===== src/rtl/tdf_pkg.sv =====
// Package for the trial-division factorizer: result field widths, status codes,
// result cap and the sequencer state type. Depends on nothing.
package tdf_pkg;

   localparam int FactorWidth = 31;
   localparam int MaxResults  = 31;
   localparam int CountWidth  = 5;

   typedef enum logic [1:0] {
      STATUS_LIST  = 2'd0,
      STATUS_PRIME = 2'd1,
      STATUS_ERROR = 2'd2
   } status_type;

   typedef enum logic [1:0] {
      ST_IDLE,
      ST_START,
      ST_DIV,
      ST_DECIDE
   } state_type;

endpackage


===== src/rtl/trial_division_factorizer_top.sv =====
// Trial-division factorizer: a bit-serial restoring divider shared by every
// trial, under a four-state sequencer. Depends on tdf_pkg.
//
// channel  direction  handshake            payload
// req      in         req_valid/req_stall  req_value (signed, VALUE_WIDTH)
// rsp      out        rsp_valid/rsp_stall  rsp_factor[30:0], rsp_status[1:0], rsp_last
//
// Each trial divisor takes VALUE_WIDTH-1 divider steps in ST_DIV and one decide
// step in ST_DECIDE. After the start step, an item runs one such trial for every
// divisor tried and one more for every factor found.
// req_stall is high from the accepted beat until the last result is loaded.
// A stalled result holds the sequencer only at the cycle that emits the next one.
// Reset clears the sequencer and the result valid; nothing else needs it.
module trial_division_factorizer_top #(
   parameter int VALUE_WIDTH = 32
) (
   input  logic                          clock,
   input  logic                          reset,
   input  logic                          req_valid,
   output logic                          req_stall,
   input  logic signed [VALUE_WIDTH-1:0] req_value,
   output logic                          rsp_valid,
   input  logic                          rsp_stall,
   output logic [tdf_pkg::FactorWidth-1:0] rsp_factor,
   output logic [1:0]                    rsp_status,
   output logic                          rsp_last
);

   localparam int NW  = VALUE_WIDTH - 1;
   localparam int FW  = tdf_pkg::FactorWidth;
   localparam int CW  = tdf_pkg::CountWidth;
   localparam int SCW = $clog2(NW);

   tdf_pkg::state_type  state_ff, state_in;
   logic [NW-1:0]       rem_ff, rem_in;
   logic [NW-1:0]       div_ff, div_in;
   logic [NW-1:0]       part_ff, part_in;
   logic [NW-1:0]       quo_ff, quo_in;
   logic [SCW-1:0]      step_ff, step_in;
   logic                found_ff, found_in;
   logic                err_ff, err_in;
   logic [CW-1:0]       count_ff, count_in;
   logic                rsp_valid_ff, rsp_valid_in;
   logic [FW-1:0]       rsp_factor_ff, rsp_factor_in;
   tdf_pkg::status_type rsp_status_ff, rsp_status_in;
   logic                rsp_last_ff, rsp_last_in;

   logic                can_put;
   logic [NW:0]         shifted;
   logic [NW:0]         diff;
   logic                last_factor;
   logic [NW+FW-1:0]    rem_wide;
   logic [NW+FW-1:0]    div_wide;

   assign can_put     = !rsp_valid_ff || !rsp_stall;
   assign shifted     = {part_ff, quo_ff[NW-1]};
   assign diff        = shifted - {1'b0, div_ff};
   assign last_factor = (quo_ff <= NW'(1)) ||
                        (count_ff == CW'(tdf_pkg::MaxResults - 1));
   assign rem_wide    = {{FW{1'b0}}, rem_ff};
   assign div_wide    = {{FW{1'b0}}, div_ff};

   always_ff @(posedge clock) begin
      if (reset) begin
         state_ff     <= tdf_pkg::ST_IDLE;
         rsp_valid_ff <= 1'b0;
      end else begin
         state_ff     <= state_in;
         rsp_valid_ff <= rsp_valid_in;
      end
      rem_ff        <= rem_in;
      div_ff        <= div_in;
      part_ff       <= part_in;
      quo_ff        <= quo_in;
      step_ff       <= step_in;
      found_ff      <= found_in;
      err_ff        <= err_in;
      count_ff      <= count_in;
      rsp_factor_ff <= rsp_factor_in;
      rsp_status_ff <= rsp_status_in;
      rsp_last_ff   <= rsp_last_in;
   end

   always_comb begin
      state_in      = state_ff;
      rem_in        = rem_ff;
      div_in        = div_ff;
      part_in       = part_ff;
      quo_in        = quo_ff;
      step_in       = step_ff;
      found_in      = found_ff;
      err_in        = err_ff;
      count_in      = count_ff;
      rsp_valid_in  = rsp_valid_ff && rsp_stall;
      rsp_factor_in = rsp_factor_ff;
      rsp_status_in = rsp_status_ff;
      rsp_last_in   = rsp_last_ff;

      case (state_ff)
         tdf_pkg::ST_IDLE: begin
            if (req_valid) begin
               rem_in   = req_value[NW-1:0];
               err_in   = (req_value == '0) || req_value[VALUE_WIDTH-1];
               state_in = tdf_pkg::ST_START;
            end
         end
         tdf_pkg::ST_START: begin
            if (err_ff || rem_ff <= NW'(1)) begin
               // error marker, or the value one giving the list [1]
               if (can_put) begin
                  rsp_valid_in  = 1'b1;
                  rsp_factor_in = err_ff ? '0 : FW'(1);
                  rsp_status_in = err_ff ? tdf_pkg::STATUS_ERROR : tdf_pkg::STATUS_LIST;
                  rsp_last_in   = 1'b1;
                  state_in      = tdf_pkg::ST_IDLE;
               end
            end else begin
               div_in   = NW'(2);
               found_in = 1'b0;
               count_in = '0;
               part_in  = '0;
               quo_in   = rem_ff;
               step_in  = '0;
               state_in = tdf_pkg::ST_DIV;
            end
         end
         tdf_pkg::ST_DIV: begin
            // one restoring step: quotient bit shifts in at the bottom of quo
            if (!diff[NW]) begin
               part_in = diff[NW-1:0];
               quo_in  = {quo_ff[NW-2:0], 1'b1};
            end else begin
               part_in = shifted[NW-1:0];
               quo_in  = {quo_ff[NW-2:0], 1'b0};
            end
            step_in = step_ff + SCW'(1);
            if (step_ff == SCW'(NW - 1)) begin
               state_in = tdf_pkg::ST_DECIDE;
            end
         end
         tdf_pkg::ST_DECIDE: begin
            if (div_ff > quo_ff) begin
               // divisor passed the square root: prime, or the last cofactor
               if (can_put) begin
                  rsp_valid_in  = 1'b1;
                  rsp_factor_in = found_ff ? rem_wide[FW-1:0] : '0;
                  rsp_status_in = found_ff ? tdf_pkg::STATUS_LIST : tdf_pkg::STATUS_PRIME;
                  rsp_last_in   = 1'b1;
                  state_in      = tdf_pkg::ST_IDLE;
               end
            end else if (part_ff == '0) begin
               if (can_put) begin
                  rsp_valid_in = 1'b1;
                  rsp_status_in = tdf_pkg::STATUS_LIST;
                  if (!found_ff) begin
                     // first factor: lead the list with 1, stay to emit the factor
                     rsp_factor_in = FW'(1);
                     rsp_last_in   = 1'b0;
                     found_in      = 1'b1;
                     count_in      = CW'(1);
                  end else begin
                     rsp_factor_in = div_wide[FW-1:0];
                     rsp_last_in   = last_factor;
                     count_in      = count_ff + CW'(1);
                     rem_in        = quo_ff;
                     part_in       = '0;
                     step_in       = '0;
                     state_in      = last_factor ? tdf_pkg::ST_IDLE : tdf_pkg::ST_DIV;
                  end
               end
            end else begin
               // advance to the next divisor, dividend is the unchanged cofactor
               div_in   = div_ff + NW'(1);
               part_in  = '0;
               quo_in   = rem_ff;
               step_in  = '0;
               state_in = tdf_pkg::ST_DIV;
            end
         end
         default: begin
            state_in = tdf_pkg::ST_IDLE;
         end
      endcase
   end

   assign req_stall  = (state_ff != tdf_pkg::ST_IDLE);
   assign rsp_valid  = rsp_valid_ff;
   assign rsp_factor = rsp_factor_ff;
   assign rsp_status = rsp_status_ff;
   assign rsp_last   = rsp_last_ff;

endmodule


===== config.mk =====
export PLATFORM = sky130hd
export DESIGN_NAME = trial_division_factorizer_top
export DESIGN_NICKNAME = d
export VERILOG_FILES = /design/src/rtl/tdf_pkg.sv /design/src/rtl/trial_division_factorizer_top.sv
export SDC_FILE = /design/constraint.sdc
export NUM_CORES = 1
export LEC_CHECK = 0
export BUFFER_PORTS_ARGS = -buffer_cell sky130_fd_sc_hd__buf_2
export CORE_MARGIN = 2
export CORE_UTILIZATION = 60
export CTS_CLUSTER_DIAMETER = 200
export DETAILED_ROUTE_END_ITERATION = 12
export PLACE_DENSITY = 0.86
export SLEW_MARGIN = 20
export SYNTH_ARGS = -nofsm -noshare
export SYNTH_HDL_FRONTEND = slang
export SYNTH_SLANG_ARGS = --single-unit

===== constraint.sdc =====
create_clock -name clock -period 7.82 [get_ports clock]
set_input_delay 1.564 -clock clock [delete_from_list [all_inputs] [get_ports clock]]
set_output_delay 1.564 -clock clock [all_outputs]
set_load 0.02 [all_outputs]

==> flow_summary_export.csv <==
group,metric,value,unit
outcome,status,"finished clean",
pwr,p_int,0.00189,W
placement,gp_congestion,0.949,
clock_tree,post_cts_buffers,0,
pwr,p_sw_frac,0.352,
grt,grt.total_usage,0.314,
timing,rsz0062_at_grt,"no",
critical_path,crit_arrival,4190,ps
critical_path,cp_top_family,"simple AND/OR/NAND/NOR gates",
die,io_pins,72,
timing,layout_min_cycle_time,4020,ps
pwr,power.leakage,4.69,nW
synth,synth_top_cell_by_area,"edfxtp_1",
die,fp.dieArea,19200,um^2
timing,finalSetupViolCount,0,
final_layout,final_common_cell,"edfxtp_1",
timing,fin_skew,8.83,ps
final_layout,areaGrowthSynthToFinish,10.4,%
flow_run,drv_cap,0,
critical_path,ff2ff_path_depth,10,
synth,syn-instance-count,1160,
synth,yosys-top-cells-area,"edfxtp_1 (47%), ha_1 (7.7%), nand2_1 (5.3%)",
synth,ys_ff_latch,173,
final_layout,layout_common_cells,"edfxtp_1 (170), nand2_1 (151), nor2_1 (110), a21oi_1 (99), o21ai_0 (83)",
die,initial_core_util,0.608,
critical_path,worstSetupStartpointType,"flip-flop",
clock_tree,clk_pin_slew_worst_paths,70,ps
drt,drt-met1-wl,11600,um
clock_tree,numCtsBuffers,17,
placement,io_buffers,71,
grt,grt_max_degree,98,
placement,pre_cts_ws,3780,ps
grt,grt_pass1_vias,9184,
synth,yosysSeqAreaShare,0.476,
critical_path,r2r_start,"div_ff[24]",
synth,syn_area,10900,um^2
pwr,seq_power_share,0.428,
synth,synth_ff_type,"edfxtp_1",
placement,dpl.hpwl,21300,um
pwr,ir_drop,0.000148,V
critical_path,cp.depth,10,
timing,final_max_slew_viol_count,0,
pwr,power_frac_comb,0.286,
timing,tns,0,ps
timing,hold_viol,0,
clock_tree,clock_path_buffers,2,
pwr,clkPwrFrac,0.286,
timing,worstMarginPinSlew,1040,ps
grt,grt_remaining_overflow,0,
clock_tree,clk_latency,430,ps
die,die_w,139,um
critical_path,worstSetupStartpoint,"div_ff[24]",
final_layout,layout-drive-gt1-share,0.111,
pwr,p_switching,0.00103,W
clock_tree,htree_levels,4,
drt,viasPerCell,6.64,
grt,grt_pass1_wl,47900,um
critical_path,path_cells,"inv_1 -> ha_1 -> a211o_1 -> a2111oi_2 -> o41ai_2 -> or3_1 -> mux2i_1 -> or2_1 -> or4_1 -> o211ai_1",
synth,async_flop_share,0,
drt,first_pass_iters,6,
critical_path,max_stage_delay,850,ps
synth,ys_warn_count,0,
grt,antenna_found_initial,0,
worst_hold_path,hp-class,"flip-flop to flip-flop",
drt,routed-wl-met3,3330,um
drt,num_vias,9627,
clock_tree,clock_sinks,173,
clock_tree,cts_tree,"yes",
timing,setup_slack,3800,ps
synth,avgSynthCellArea,9.36,um^2
drt,routed.top_layer,"met4",
critical_path,required,7990,ps
timing,slew_headroom,0.309,
pwr,power,0.00292,W
clock_tree,hold_buffers,0,
drt,drt_wl_total,30000,um
clock_tree,cts.repair.resized,0,
synth,synth_enable_flop_cells,170,
timing,fmax,0.249,GHz
die,core,17800,um^2
pwr,power.density,243,nW/um^2
critical_path,reg2reg_slack,3800,ps
critical_path,crit_slowest_cell,"or2_1",
synth,synth_cell_types,61,
critical_path,crit_path_end,"part_ff[25]",
synth,synth_top_area_frac,0.470,
final_layout,final_nets,1312,
drt,ant_nets,0,
critical_path,path_buf_inv,1,
final_layout,n_antenna_cell,0,
synth,syn_nets,1264,
clock_tree,root_buffer,"clkbuf_16",
die,die_h,139,um
drt,wl_met2,13700,um
critical_path,critPathKind,"flip-flop to flip-flop",
drt,dr.first_iter.drc_count,1664,
critical_path,reg2reg_to,"part_ff[25]",
die,rows,49,
drt,wl_per_cell,20.7,um
timing,min_period_over_period,0.514,
critical_path,cp-end-kind,"flip-flop",
drt,drc,0,
critical_path,critPathMaxFanout,28,
synthesized netlist by cell type, types with 4 or more instances:
cell and n:
a211oi_1 13, a21o_1 24, a21oi_1 102, a21oi_2 4
a31oi_1 9, buf_1 6, clkbuf_1 38, edfxtp_1 170
ha_1 67, inv_1 79, mux2i_1 4, nand2_1 154
nand2b_1 9, nand3_1 33, nand4_1 27, nor2_1 111
nor3_1 47, nor4_1 32, o211ai_1 14, o21a_1 8
o21ai_0 83, o21bai_1 5, or3_1 8, xnor2_1 41
xor2_1 13
flip-flops by register name, summed over array words and instances (netlist names), 2 cells and up:
name        flops
count_ff        5
div_ff         31
part_ff        31
quo_ff         31
rem_ff         31
rsp_factor     31
rsp_status      2
state_ff        2
step_ff         5
stage by stage:
stage	util	instance area [um^2]	hold slack (ps)	cells
6_report	0.672	12000	585	1449
2_1_floorplan	-	10900	517	1160
3_3_place_gp	0.636	11300	581	1416
5_1_grt	0.672	12000	597	1449
4_1_cts	0.669	11900	588	1447
3_5_place_dp	0.636	11300	581	1416
how the worst min path moves through the flow:
| stage | startpoint | endpoint | slack, ps | cells after the start |
|---|---|---|---|---|
| 2_1_floorplan | rem_ff[0] | quo_ff[0] | 520 | 2 |
| 3_3_place_gp | quo_ff[0] | quo_ff[1] | 580 | 2 |
| 3_5_place_dp | err_ff | rsp_status[1] | 580 | 1 |
| 4_1_cts | err_ff | rsp_status[1] | 590 | 1 |
| 5_1_grt | err_ff | rsp_status[1] | 600 | 1 |
| 6_report | err_ff | rsp_status[1] | 580 | 1 |
final cells by class:
type                    count  area [um^2]
clock buffers              17          425
fillers                  1256         5850
inverters                  79          297
flip-flops and latches    173         5160
clock inverters            14          155
well taps                 229          287
multi-input cells         856         5190
repair buffers             81          470
power by group through the flow:
stage	registers, W	logic [W]	clock network [W]
after floorplan	0.00126	0.000587	0
after global placement	0.00126	0.000774	0
after detailed placement	0.00126	0.000792	0
after CTS	0.00124	0.000803	0.000837
after global routing	0.00125	0.000919	0.000875
final	0.00125	0.000834	0.000835
per-layer routing:
layer | global-route usage | up-vias
met3 | 0.0492 | 123
li1 | - | 4312
met2 | 0.493 | 714
met4 | 0.144 | 0
met1 | 0.432 | 4478
met5 | 0 | -
cell families (layout without fill, tap and decap cells):
logic type | after synthesis | in the layout | share of synthesized area
XOR/XNOR | 54 | 54 | 0.0436
flip-flops | 173 | 173 | 0.476
AO/OA/AOI/OAI | 285 | 285 | 0.158
adder cells (fa/ha/maj) | 68 | 68 | 0.0791
AND/OR/NAND/NOR | 444 | 444 | 0.188
buffers and inverters | 131 | 191 | 0.0506
multiplexers | 5 | 5 | 0.00473
(Power assumes the default switching activity.)
